$ cat config.mk
export PLATFORM = sky130hd
export DESIGN_NAME = prz_front_flat
export DESIGN_NICKNAME = d
export VERILOG_FILES = /design/src/rtl/core/prz_pkg.sv /design/src/rtl/core/prz_chan_if.sv /design/src/rtl/core/prz_front.sv /design/src/flat_wrapper.sv
export SDC_FILE = /design/constraint.sdc
export NUM_CORES = 1
export LEC_CHECK = 0
export ABC_CLOCK_PERIOD_IN_PS = 5600
export BUFFER_PORTS_ARGS = -buffer_cell sky130_fd_sc_hd__buf_2
export CAP_MARGIN = 20
export CELL_PAD_IN_SITES_DETAIL_PLACEMENT = 1
export CELL_PAD_IN_SITES_GLOBAL_PLACEMENT = 1
export CORE_MARGIN = 3
export CORE_UTILIZATION = 41
export CTS_BUF_LIST = sky130_fd_sc_hd__clkbuf_8
export CTS_CLUSTER_SIZE = 24
export DETAILED_ROUTE_END_ITERATION = 10
export GPL_ROUTABILITY_DRIVEN = 0
export GPL_TIMING_DRIVEN = 1
export PLACE_DENSITY = 0.88
export SLEW_MARGIN = 10
export SYNTH_ARGS = -nofsm -noshare
export SYNTH_HDL_FRONTEND = slang
export SYNTH_SLANG_ARGS = --single-unit
$ cat constraint.sdc
create_clock -name clk -period 5.6 [get_ports clk]
set_input_delay 0.84 -clock clk [delete_from_list [all_inputs] [get_ports clk]]
set_output_delay 0.84 -clock clk [all_outputs]
set_load 0.03 [all_outputs]
$ cat src/rtl/core/prz_pkg.sv
package prz_pkg;

  // Screen geometry
  localparam int SCREEN_WIDTH  = 160;
  localparam int SCREEN_HEIGHT = 44;
  localparam int PIX_COUNT     = SCREEN_WIDTH * SCREEN_HEIGHT;
  localparam int HALF_W        = SCREEN_WIDTH / 2;
  localparam int HALF_H        = SCREEN_HEIGHT / 2;
  localparam int ADDR_W        = $clog2(PIX_COUNT);
  localparam int PIX_W         = $clog2(PIX_COUNT + 1);

  // Field widths
  localparam int IDX_W    = 13;
  localparam int CMP_W    = (PIX_W > IDX_W) ? PIX_W : IDX_W;
  localparam int COORD_W  = 16;
  localparam int GLYPH_W  = 8;
  localparam int DEPTH_W  = 16;
  localparam int MEM_W    = DEPTH_W + GLYPH_W;

  localparam logic [GLYPH_W-1:0] BLANK     = 8'd32;
  localparam logic [DEPTH_W-1:0] DEPTH_MAX = 16'hFFFF;
  localparam logic               FUNC_PLOT = 1'b0;
  localparam logic               FUNC_READ = 1'b1;

  // Datapath widths
  localparam int COEF_W    = 20;
  localparam int MUL_W     = 25;
  localparam int PROD_W    = 2 * MUL_W;
  localparam int ACC_W     = 40;
  localparam int ROT_W     = 24;
  localparam int NUM_W     = 34;
  localparam int IDXF_W    = NUM_W + 12;
  localparam int Q_HALF    = 8192;
  localparam int Q_SHIFT   = 14;
  localparam int DEPTH_NUM = 1 << 24;
  localparam int DIV_STEPS = NUM_W;
  localparam int DIV_CNT_W = $clog2(DIV_STEPS);

  // Item queue
  localparam int QDEPTH = 2;
  localparam int QPTR_W = $clog2(QDEPTH);
  localparam int QCNT_W = $clog2(QDEPTH + 1);

  // Configuration port
  localparam int NUM_REGS = 8;
  localparam int PADDR_W  = $clog2(NUM_REGS * 4);
  localparam int PDATA_W  = 32;

  localparam logic signed [COORD_W-1:0] TRIG_ONE  = 16'sd16384;
  localparam logic signed [COORD_W-1:0] TRIG_ZERO = 16'sd0;
  localparam logic [7:0] CAM_RESET   = 8'd60;
  localparam logic [7:0] SCALE_RESET = 8'd40;

  typedef logic signed [COORD_W-1:0] coord_t;
  typedef logic signed [COEF_W-1:0]  coef_t;
  typedef logic signed [MUL_W-1:0]   mul_t;
  typedef logic signed [PROD_W-1:0]  prod_t;
  typedef logic signed [ACC_W-1:0]   acc_t;
  typedef logic signed [ROT_W-1:0]   rot_t;
  typedef logic signed [NUM_W-1:0]   num_t;
  typedef logic signed [NUM_W:0]     quo_t;
  typedef logic signed [IDXF_W-1:0]  idx_t;

  typedef enum logic [2:0] {
    REG_SIN_A, REG_COS_A, REG_SIN_B, REG_COS_B,
    REG_SIN_C, REG_COS_C, REG_CAM, REG_SCALE
  } reg_idx_t;

  typedef struct packed {
    coord_t     sin_a;
    coord_t     cos_a;
    coord_t     sin_b;
    coord_t     cos_b;
    coord_t     sin_c;
    coord_t     cos_c;
    logic [7:0] camera_distance;
    logic [7:0] projection_scale;
  } cfg_t;

  typedef struct packed {
    logic               func;
    coord_t             point_x;
    coord_t             point_y;
    coord_t             point_z;
    logic [GLYPH_W-1:0] glyph;
    logic [IDX_W-1:0]   read_index;
  } item_t;

  typedef struct packed {
    logic [DEPTH_W-1:0] depth;
    logic [GLYPH_W-1:0] glyph;
  } mem_word_t;

  typedef enum logic [3:0] {
    ST_CLEAR, ST_IDLE, ST_MUL, ST_DLOAD, ST_DIV,
    ST_INDEX, ST_RANGE, ST_RD, ST_RDW, ST_OUT
  } state_t;

  typedef enum logic [1:0] {DV_X, DV_Y, DV_D} div_sel_t;

  typedef enum logic [4:0] {
    S_SASB, S_CASB, S_XI, S_XJ0, S_XJ1, S_XK0, S_XK1,
    S_YI, S_YJ0, S_YJ1, S_YK0, S_YK1, S_ZJ, S_ZK,
    S_RX0, S_RX1, S_RX2, S_RY0, S_RY1, S_RY2, S_RZ0, S_RZ1, S_RZ2,
    S_NX0, S_NX1, S_NY0, S_NY1
  } step_t;

endpackage

$ cat src/rtl/core/prz_chan_if.sv
interface prz_in_if;
  import prz_pkg::*;
  logic               valid;
  logic               ready;
  logic               func;
  coord_t             point_x;
  coord_t             point_y;
  coord_t             point_z;
  logic [GLYPH_W-1:0] glyph;
  logic [IDX_W-1:0]   read_index;

  modport source (output valid, func, point_x, point_y, point_z, glyph, read_index,
                  input ready);
  modport sink (input valid, func, point_x, point_y, point_z, glyph, read_index,
                output ready);
endinterface


$ cat src/rtl/core/prz_front.sv
module prz_front (
  input  logic                          clk,
  input  logic                          rst,
  prz_in_if.sink                        req,
  input  logic                          psel,
  input  logic                          penable,
  input  logic                          pwrite,
  input  logic [prz_pkg::PADDR_W-1:0]   paddr,
  input  logic [prz_pkg::PDATA_W-1:0]   pwdata,
  output logic [prz_pkg::PDATA_W-1:0]   prdata,
  output logic                          pready,
  output prz_pkg::cfg_t                 cfg,
  output logic                          q_valid,
  output prz_pkg::item_t                q_item,
  input  logic                          q_pop,
  input  logic                          clearing
);
  import prz_pkg::*;

  item_t             qmem [QDEPTH];
  logic [QPTR_W-1:0] wr_ptr;
  logic [QPTR_W-1:0] rd_ptr;
  logic [QCNT_W-1:0] count;
  logic              push;
  logic              cfg_wr;
  reg_idx_t          reg_idx;

  // Accept a beat when the queue has room and the store is not being cleared
  assign req.ready = (count != QCNT_W'(QDEPTH)) && !clearing;
  assign push      = req.valid && req.ready;
  assign q_valid   = (count != '0);
  assign q_item    = qmem[rd_ptr];

  // Queue storage
  always_ff @(posedge clk) begin
    if (push) begin
      qmem[wr_ptr] <= '{func: req.func, point_x: req.point_x, point_y: req.point_y,
                        point_z: req.point_z, glyph: req.glyph,
                        read_index: req.read_index};
    end
  end

  // Queue pointers and fill count
  always_ff @(posedge clk) begin
    if (rst) begin
      wr_ptr <= '0;
      rd_ptr <= '0;
      count  <= '0;
    end else begin
      if (push) begin
        wr_ptr <= (wr_ptr == QPTR_W'(QDEPTH - 1)) ? '0 : wr_ptr + 1'b1;
      end
      if (q_pop) begin
        rd_ptr <= (rd_ptr == QPTR_W'(QDEPTH - 1)) ? '0 : rd_ptr + 1'b1;
      end
      if (push && !q_pop) begin
        count <= count + 1'b1;
      end else if (!push && q_pop) begin
        count <= count - 1'b1;
      end
    end
  end

  // Configuration registers
  assign pready  = 1'b1;
  assign cfg_wr  = psel && penable && pwrite && pready;
  assign reg_idx = reg_idx_t'(paddr[PADDR_W-1:2]);

  always_ff @(posedge clk) begin
    if (rst) begin
      cfg.sin_a            <= TRIG_ZERO;
      cfg.cos_a            <= TRIG_ONE;
      cfg.sin_b            <= TRIG_ZERO;
      cfg.cos_b            <= TRIG_ONE;
      cfg.sin_c            <= TRIG_ZERO;
      cfg.cos_c            <= TRIG_ONE;
      cfg.camera_distance  <= CAM_RESET;
      cfg.projection_scale <= SCALE_RESET;
    end else if (cfg_wr) begin
      unique case (reg_idx)
        REG_SIN_A: cfg.sin_a            <= coord_t'(pwdata[COORD_W-1:0]);
        REG_COS_A: cfg.cos_a            <= coord_t'(pwdata[COORD_W-1:0]);
        REG_SIN_B: cfg.sin_b            <= coord_t'(pwdata[COORD_W-1:0]);
        REG_COS_B: cfg.cos_b            <= coord_t'(pwdata[COORD_W-1:0]);
        REG_SIN_C: cfg.sin_c            <= coord_t'(pwdata[COORD_W-1:0]);
        REG_COS_C: cfg.cos_c            <= coord_t'(pwdata[COORD_W-1:0]);
        REG_CAM:   cfg.camera_distance  <= pwdata[7:0];
        REG_SCALE: cfg.projection_scale <= pwdata[7:0];
      endcase
    end
  end

  // Register read-back
  always_comb begin
    unique case (reg_idx)
      REG_SIN_A: prdata = PDATA_W'(cfg.sin_a);
      REG_COS_A: prdata = PDATA_W'(cfg.cos_a);
      REG_SIN_B: prdata = PDATA_W'(cfg.sin_b);
      REG_COS_B: prdata = PDATA_W'(cfg.cos_b);
      REG_SIN_C: prdata = PDATA_W'(cfg.sin_c);
      REG_COS_C: prdata = PDATA_W'(cfg.cos_c);
      REG_CAM:   prdata = PDATA_W'(cfg.camera_distance);
      REG_SCALE: prdata = PDATA_W'(cfg.projection_scale);
    endcase
  end

`ifndef ASSERT_OFF
  a_count_bound: assert property (@(posedge clk) disable iff (rst)
    count <= QCNT_W'(QDEPTH))
    else $error("item queue overfilled");
  a_hold_in_clear: assert property (@(posedge clk) disable iff (rst)
    clearing |-> !req.ready)
    else $error("beat taken during store clear");
  a_pop_nonempty: assert property (@(posedge clk) disable iff (rst)
    q_pop |-> q_valid)
    else $error("pop from empty queue");
`endif
endmodule

$ cat src/flat_wrapper.sv
// flat-port wrapper written by rule: the top's interface ports become plain ports
module prz_front_flat import prz_pkg::*;
  (clk, rst, psel, penable, pwrite, paddr, pwdata, prdata, pready, cfg, q_valid, q_item, q_pop, clearing, req_valid, req_func, req_point_x, req_point_y, req_point_z, req_glyph, req_read_index, req_ready);
  prz_in_if req_i ();
  input  logic clk;
  input  logic rst;
  input  logic psel;
  input  logic penable;
  input  logic pwrite;
  input  logic [prz_pkg::PADDR_W-1:0] paddr;
  input  logic [prz_pkg::PDATA_W-1:0] pwdata;
  output logic [prz_pkg::PDATA_W-1:0] prdata;
  output logic pready;
  output prz_pkg::cfg_t cfg;
  output logic q_valid;
  output prz_pkg::item_t q_item;
  input  logic q_pop;
  input  logic clearing;
  input wire logic [$bits(req_i.valid)-1:0] req_valid;
  input wire logic [$bits(req_i.func)-1:0] req_func;
  input wire logic [$bits(req_i.point_x)-1:0] req_point_x;
  input wire logic [$bits(req_i.point_y)-1:0] req_point_y;
  input wire logic [$bits(req_i.point_z)-1:0] req_point_z;
  input wire logic [$bits(req_i.glyph)-1:0] req_glyph;
  input wire logic [$bits(req_i.read_index)-1:0] req_read_index;
  output wire logic [$bits(req_i.ready)-1:0] req_ready;
  assign req_i.valid = req_valid;
  assign req_i.func = req_func;
  assign req_i.point_x = req_point_x;
  assign req_i.point_y = req_point_y;
  assign req_i.point_z = req_point_z;
  assign req_i.glyph = req_glyph;
  assign req_i.read_index = req_read_index;
  assign req_ready = req_i.ready;
  prz_front u_core (.clk(clk), .rst(rst), .req(req_i), .psel(psel), .penable(penable), .pwrite(pwrite), .paddr(paddr), .pwdata(pwdata), .prdata(prdata), .pready(pready), .cfg(cfg), .q_valid(q_valid), .q_item(q_item), .q_pop(q_pop), .clearing(clearing));
endmodule
==> results.md, run 1 <==
- IO Pins: 332
- Die footprint: 0.0275 mm^2
- Psw: 1.11 mW
- Post-route clock period utilization: 0.700
- Number of buffers added for setup after CTS: 0
- Area Overhead vs Synth: 22.7%
- VDD IR max: 0.212 mV
- Endpoint class of the critical path: output pin
- Starting DRT DRC Count: 502
- Syn_nets: 1,035
- Setup TNS Final: 0 ps
- Vias per cell: 5.31
- Highest fanout seen on the critical path: 43
- Cells after Synth: 919
- Leak: 5.15 nW
- DRC viols: 0
- Syn avg cell area: 11.4 um^2
- Commonest non-fill, non-tap cell in the layout: buf_2
- Vias in the first global route: 8,791
- Largest net degree at the start of global routing: 62
- Total power: 4.15 mW
- Setup Skew: 17.2 ps
- Synth Area in Simple Gates: 0.117
- Ys Warns: 0
- Most frequent cells in the layout: 311 x buf_2, 193 x nand2_1, 140 x edfxtp_1
- Port Buf Inserts: 312
- Post-Route WL: 34,600 um
- Die W: 166 um
- Die Ht: 166 um
- # H-tree levels: 2
- Distinct cell type count after synthesis: 42
- Final Hold Fails: 0
- Hold WC Path Type: flop to flop
- Post-Synth XOR/XNOR Area: 0.00334
- CTS max path bufs: 3
- Startpoint Class: primary input
- Skew-Pair Late Insertion Delay: 530 ps
- Max-Cap Viols: 0
- Clk pwr share: 0.372
- Logic pwr share: 0.126
- Antenna violations before repair: 2
- Post-synth EDFFs: 140
- Mux contribution to synthesized area: 0.0933
- Avg WL per Cell: 22.3 um
- Seq/Total Area, Yosys: 0.624
- Total internal power: 3.04 mW
- Hold Startpoint: u_core.cfg[37]$_SDFFE_PP0P_
- Vias: 8,264
- Initial Util: 0.424
- Async set-reset flop share out of synthesis: 0
- Start point of the critical path: paddr[2]
- Slew headroom: 0.325
- PD cells: 322 mW/mm^2
- Tightest Pin Transition: 1010 ps
- Fmax achieved: 255 MHz
- Final core area utilization: 0.520
- GRT Total Usage: 0.243
- Min-Delay Path Depth: 2
- Share of cells above drive strength 1: 0.376
- CTS Root Cell: clkbuf_8
- Crit path time final: 3920 ps
- Hold slack: 469 ps
- CTS Buf Count: 44
- Post-Synth Adder-Cell Area: 0.00119
- Met2 wire length: 16,900 um
- Reg2reg start: u_core.count[0]$_SDFFE_PP0P_
- Largest family of logic cells by synthesized area: simple AND/OR/NAND/NOR gates
- Routed wl met3: 2830 um
- Grt ovf: 0
- Reg clk slew, reported paths: 50 ps
- First-pass DRT Iterations: 5
- CP arrival: 3080 ps
- Worst reg2reg endpoint: u_core.qmem[1][54]$_DFFE_PP_
- DR top layer: met5
- Sw Share: 0.269
- Most frequently used flop master after synthesis: edfxtp_1
- Reg2reg path depth: 4
- Final setup viols: 0
- Syn Std Cell Area: 0.0105 mm^2
- Post-DP HPWL: 24,400 um
- Setup CP Type: primary input to output pin
- Required time worst endpoint: 4760 ps
- Final nets: 1,317
- Core Area: 0.0247 mm^2
- CTS resizes: 0
- First-pass GRT wire length: 53,100 um
- Synthesis-stage register bit count: 257
- Post-synthesis compound-gate area fraction: 0.106
- Outcome: finished, final reports clean
- CTS Hold Bufs: 0
- Post-Route M1 WL: 13,800 um
- Max-slew violation count: 0
- Clk sinks: 257
- Rows: 57
- Antenna Violating Nets Remaining: 0
- RSZ-0062 raised after global routing: no
- R2r setup slk: 2870 ps
- Seq pwr share: 0.502
- Hold EP: u_core.cfg[37]$_SDFFE_PP0P_
- TritonCTS clock tree: done
[synthesized netlist by cell type (2+ instances only)]
library cell	n	area, um^2
clkbuf_2	2	10.0
buf_2	33	165
buf_6	9	101
nand2b_1	7	43.8
inv_1	18	67.6
dfxtp_1	117	2340
nor2_2	2	12.5
xor2_1	2	17.5
or2_1	3	18.8
nand2_1	193	724
nand3_1	2	10.0
nor2b_1	3	18.8
mux2_2	70	788
a211oi_1	2	15.0
a22o_1	8	70.1
or3_1	4	25.0
o2bb2ai_1	7	61.3
edfxtp_1	140	4200
a21oi_1	107	536
a221oi_1	26	228
nand2b_2	2	17.5
xnor2_1	2	17.5
and2_1	2	12.5
mux2i_1	19	190
nor3_4	2	32.5
nor2_4	3	33.8
buf_4	19	143
nand3b_1	9	67.6
nor2_1	37	139
o21ai_0	35	175
clkbuf_1	23	86.3
[logic make-up after synthesis]
| family | Yosys count |
|---|---|
| other | 1 |
| muxes | 89 |
| DFF | 257 |
| xor gates and xnor gates | 4 |
| and+or+nand+nor | 274 |
| AOI/OAI and AO/OA | 188 |
| buffers and inverters | 105 |
| adders and majority gates | 1 |
[state kept, by name, summed over array words and instances (netlist names), named ones only]
signal / cells
u_core.rd_ptr: 1
u_core.count: 2
u_core.qmem: 140
u_core.wr_ptr: 1
u_core.cfg: 112
[cell type report]
| cell class | instances | area (um^2) |
|---|---|---|
| fill | 2799 | 11900 |
| sequential | 257 | 6550 |
| multi-input combinational | 557 | 3380 |
| timing repair buffer | 323 | 1680 |
| clock buffer | 47 | 647 |
| tap | 324 | 405 |
| clock inverter | 28 | 145 |
| inverter | 18 | 67.6 |
| antenna | 1 | 2.50 |
[per-stage QoR]
stage,instances,cell area [um^2],setup slack [ps]
5_1_grt,1555,12900,1560
2_1_floorplan,919,10500,696
4_1_cts,1553,12800,1700
3_5_place_dp,1478,12100,1710
6_report,1555,12900,1680
3_3_place_gp,1477,12000,1740
[worst max-delay path, cell delays in order]
cell and delay [ps]:
buf_2 750, nand2b_2 250, nor2_1 590, a221oi_1 190
nor2_1 210, buf_2 230
[worst max path at each step]
stage	endpoint	depth (start not counted)	slack, ps
3_3_place_gp	prdata[25]	6	1740
3_5_place_dp	prdata[21]	6	1710
5_1_grt	prdata[3]	6	1560
4_1_cts	prdata[29]	6	1700
6_report	prdata[3]	6	1680
2_1_floorplan	u_core.qmem[0][0]$_DFFE_PP_	2	700
[layer usage]
| layer | GRT usage | vias to the layer above |
|---|---|---|
| met5 | 0 | - |
| met2 | 0.414 | 332 |
| met4 | 0.0825 | 2 |
| li1 | - | 3780 |
| met1 | 0.294 | 4083 |
| met3 | 0.0755 | 67 |
[power groups by stage]
stage,Sequential [mW],Combinational [mW],Clock (mW)
detailed placement,2.12,0.521,0
global placement,2.11,0.502,0
finish,2.08,0.525,1.54
floorplan,2.13,0.343,0
global route,2.09,0.557,1.68
CTS,2.08,0.525,1.58
Note: power is estimated with default switching activity, not from simulation.
==> run 2, diff against run 1 <==
--- a/config.mk
+++ b/config.mk
@@ -5,19 +5,20 @@
 export SDC_FILE = /design/constraint.sdc
 export NUM_CORES = 1
 export LEC_CHECK = 0
-export ABC_CLOCK_PERIOD_IN_PS = 5600
+export ABC_AREA = 1
+export ABC_CLOCK_PERIOD_IN_PS = 3700
 export BUFFER_PORTS_ARGS = -buffer_cell sky130_fd_sc_hd__buf_2
 export CAP_MARGIN = 20
 export CELL_PAD_IN_SITES_DETAIL_PLACEMENT = 1
 export CELL_PAD_IN_SITES_GLOBAL_PLACEMENT = 1
 export CORE_MARGIN = 3
-export CORE_UTILIZATION = 41
+export CORE_UTILIZATION = 40
 export CTS_BUF_LIST = sky130_fd_sc_hd__clkbuf_8
 export CTS_CLUSTER_SIZE = 24
 export DETAILED_ROUTE_END_ITERATION = 10
 export GPL_ROUTABILITY_DRIVEN = 0
 export GPL_TIMING_DRIVEN = 1
-export PLACE_DENSITY = 0.88
+export PLACE_DENSITY = 0.87
 export SLEW_MARGIN = 10
 export SYNTH_ARGS = -nofsm -noshare
 export SYNTH_HDL_FRONTEND = slang
==> constraint.sdc (replaced) <==
create_clock -name clk -period 3.7 [get_ports clk]
set_input_delay 0.555 -clock clk [delete_from_list [all_inputs] [get_ports clk]]
set_output_delay 0.555 -clock clk [all_outputs]
set_load 0.03 [all_outputs]
==> results.md, run 2 <==
- Reg2reg path depth: 5 (+1)
- Slowest-stage cell, CP: dfxtp_2
- Share of cells above drive strength 1: 0.365 (-0.0118)
- Grt ovf: 0 (unchanged)
- Port Buf Inserts: 312 (unchanged)
- Ys Warns: 0 (unchanged)
- Largest net degree at the start of global routing: 115 (+85%)
- Top cell type's share of synthesized area: 0.395 (-0.00588)
- Final nets: 1,423 (+8.0%)
- Antenna violations before repair: 2 (unchanged)
- Reg2reg start: u_core.count[0]$_SDFFE_PP0P_
- Required time worst endpoint: 3140 ps (-1620 ps)
- Setup CP Type: flop to output pin
- Met2 wire length: 18,300 um (+8.2%)
- Vias per cell: 5.35 (+0.73%)
- Cell area after layout: 0.0132 mm^2 (+2.5%)
- First-pass DRT Iterations: 5 (unchanged)
- Final Hold Fails: 0 (unchanged)
- Vias in the first global route: 8,970 (+2.0%)
- CTS Buf Count: 43 (-2.3%)
- Hold WC Path Type: primary input to flop
- Crit path time final: 2800 ps
- Syn avg cell area: 10.4 um^2 (-8.6%)
- Ranking of synthesized cells by area: edfxtp_1 39%, dfxtp_1 22%, mux2_2 7.4%, nor2_1 6.1%, nor3_1 3.7%
- Biggest register: u_core.qmem
- Min-Delay Path Depth: 1 (-1)
- Die Ht: 169 um (+1.9%)
- Seq/Total Area, Yosys: 0.615 (-0.00916)
- First-pass GRT wire length: 54,800 um (+3.2%)
- Post-Route WL: 37,400 um (+8.1%)
- Post-DP HPWL: 26,400 um (+8.2%)
- DRC viols: 0 (unchanged)
- Post-route clock period utilization: 0.756
- CTS Root Cell: clkbuf_8
- RSZ-0062 raised after global routing: no
- Cell taking the most area after synthesis: edfxtp_1
- Distinct cell type count after synthesis: 31 (-26%)
- IO Pins: 332 (unchanged)
- Highest fanout seen on the critical path: 22 (-49%)
- Clk sinks: 257 (unchanged)
- Skew-Pair Late Insertion Delay: 540 ps (about the same)
- GRT Total Usage: 0.249 (+0.00540)
- CP arrival: 2240 ps (-840 ps)
- Max-Cap Viols: 0 (unchanged)
- Synthesis-stage register bit count: 257 (unchanged)
- VDD IR max: 0.219 mV (+3.6%)
- Number of buffers added for setup after CTS: 0 (unchanged)
- CP cell instances: buf_4, mux2_2, buf_2
- Tightest Pin Transition: 736 ps (-276 ps)
- Post-Route M1 WL: 14,100 um (+1.9%)
- Pre-CTS setup slack: 887 ps (-823 ps)
- Hold EP: u_core.qmem[1][55]$_DFFE_PP_
- Max-slew violation count: 0 (unchanged)
- Leak: 5.72 nW (+11%)
- Top post-synthesis cells by count: 173 x nor2_1, 140 x edfxtp_1, 117 x dfxtp_1
- Worst path top cell family by delay: flip-flops
- Final critical-path setup slack: 904 ps (-775 ps)
- Antenna Violating Nets Remaining: 0 (unchanged)
- Async set-reset flop share out of synthesis: 0 (unchanged)
- Slew headroom: 0.508 (+0.183)
- Setup Skew: 10.0 ps (-7.15 ps)
- Endpoint class of the critical path: output pin
- Fmax achieved: 358 MHz
- Initial Util: 0.407 (-0.0165)
- Setup TNS Final: 0 ps (unchanged)
- TritonCTS clock tree: done
- DP Area: 0.0123 mm^2 (+2.4%)
- CTS Hold Bufs: 0 (unchanged)
- Syn Std Cell Area: 0.0106 mm^2 (+1.5%)
- PD cells: 486 mW/mm^2 (+51%)
- Startpoint Class: flop
- Vias: 8,935 (+8.1%)
- Avg WL per Cell: 22.4 um (+0.73%)
- Syn_nets: 1,136 (+9.8%)
- Outcome: finished, final reports clean
- Top-count cell post-synth: nor2_1
- Die W: 169 um (+1.9%)
- DR top layer: met5
- Post-synth EDFFs: 140 (unchanged)
- Core Area: 0.0261 mm^2 (+5.6%)
- # H-tree levels: 2 (unchanged)
- CTS max path bufs: 3 (unchanged)
- Commonest non-fill, non-tap cell in the layout: buf_2
- Routed wl met3: 4010 um (+42%)
- CTS resizes: 0 (unchanged)
- Rows: 59 (+3.5%)
- R2r setup slk: 1690 ps (-1180 ps)
- Die footprint: 0.0286 mm^2 (+3.9%)
- Most frequently used flop master after synthesis: edfxtp_1
- Reg clk slew, reported paths: 70 ps (+20 ps)
- CP max stage delay: 710 ps (-40 ps)
- Hold Startpoint: req_point_x[2]
- Worst reg2reg endpoint: u_core.qmem[1][8]$_DFFE_PP_
- Cells after Synth: 1,020 (+11%)
- Top flop regs: u_core.qmem: 140 flops, u_core.cfg: 112 flops, u_core.count: 2 flops
- Starting DRT DRC Count: 658 (+31%)
- CP bufs+invs: 2 (unchanged)
- Most frequent cells in the layout: 312 x buf_2, 172 x nor2_1, 140 x edfxtp_1
- Area Overhead vs Synth: 23.9%
- Max reg flops: 140 (unchanged)
- Final setup viols: 0 (unchanged)
-- run 2: worst reg2reg max path, cell delays in order, from the launching register on --
cell and delay [ps]:
dfxtp_1 310, inv_1 100, nand2_1 110, nand3_1 160, nor2_4 610, buf_12 350
-- run 2: per-layer routing --
metal  GRT usage  up-vias
li1            -     4103
met1       0.293     4334
met2       0.429      428
met3      0.0864       66
met4      0.0750        4
met5           0        -
-- run 2: metrics by stage --
step	cells	util	hold slack [ps]	power, mW
2_1_floorplan	1020	-	439	3.68
4_1_cts	1668	0.505	166	6.48
3_5_place_dp	1597	0.473	467	3.95
6_report	1669	0.505	202	6.41
3_3_place_gp	1597	0.473	453	3.92
5_1_grt	1668	0.505	162	6.66
-- run 2: area by class of cell --
| class | instances | area (um^2) |
|---|---|---|
| Multi-Input combinational cell | 629 | 3470 |
| Timing Repair Buffer | 326 | 1720 |
| Tap cell | 335 | 419 |
| Fill cell | 2984 | 12900 |
| Clock buffer | 51 | 702 |
| Antenna cell | 1 | 2.50 |
| Sequential cell | 257 | 6550 |
| Inverter | 50 | 194 |
| Clock inverter | 20 | 143 |
-- run 2: cell families (layout without fill, tap and decap cells) --
group / Yosys count / after routing / share of synthesized area
DFF: 257 / 257 / 0.615
muxes: 70 / 70 / 0.0740
adders and majority gates: 1 / 1 / 0.00117
AOI/OAI and AO/OA: 121 / 121 / 0.0580
and+or+nand+nor: 435 / 435 / 0.191
buffers and inverters: 134 / 447 / 0.0599
other: 1 / 2 / 0.000352
xor gates and xnor gates: 1 / 1 / 0.000823
-- run 2: power breakdown --
| group | total (mW) | switching (mW) | internal, mW |
|---|---|---|---|
| registers | 3.14 | 0.0438 | 3.10 |
| clock network | 2.51 | 1.13 | 1.39 |
| logic | 0.753 | 0.527 | 0.226 |
-- run 2: worst max path at each step --
stage / startpoint / end / slack [ps] / depth (start not counted)
final: flop / q_item[16] / 900 / 3
after global routing: paddr[2] / prdata[22] / 730 / 8
after CTS: flop / q_item[25] / 860 / 3
after detailed placement: paddr[3] / prdata[26] / 890 / 7
after global placement: paddr[3] / prdata[16] / 990 / 7
after floorplan: clearing / u_core.qmem[1][0]$_DFFE_PP_ / 740 / 3
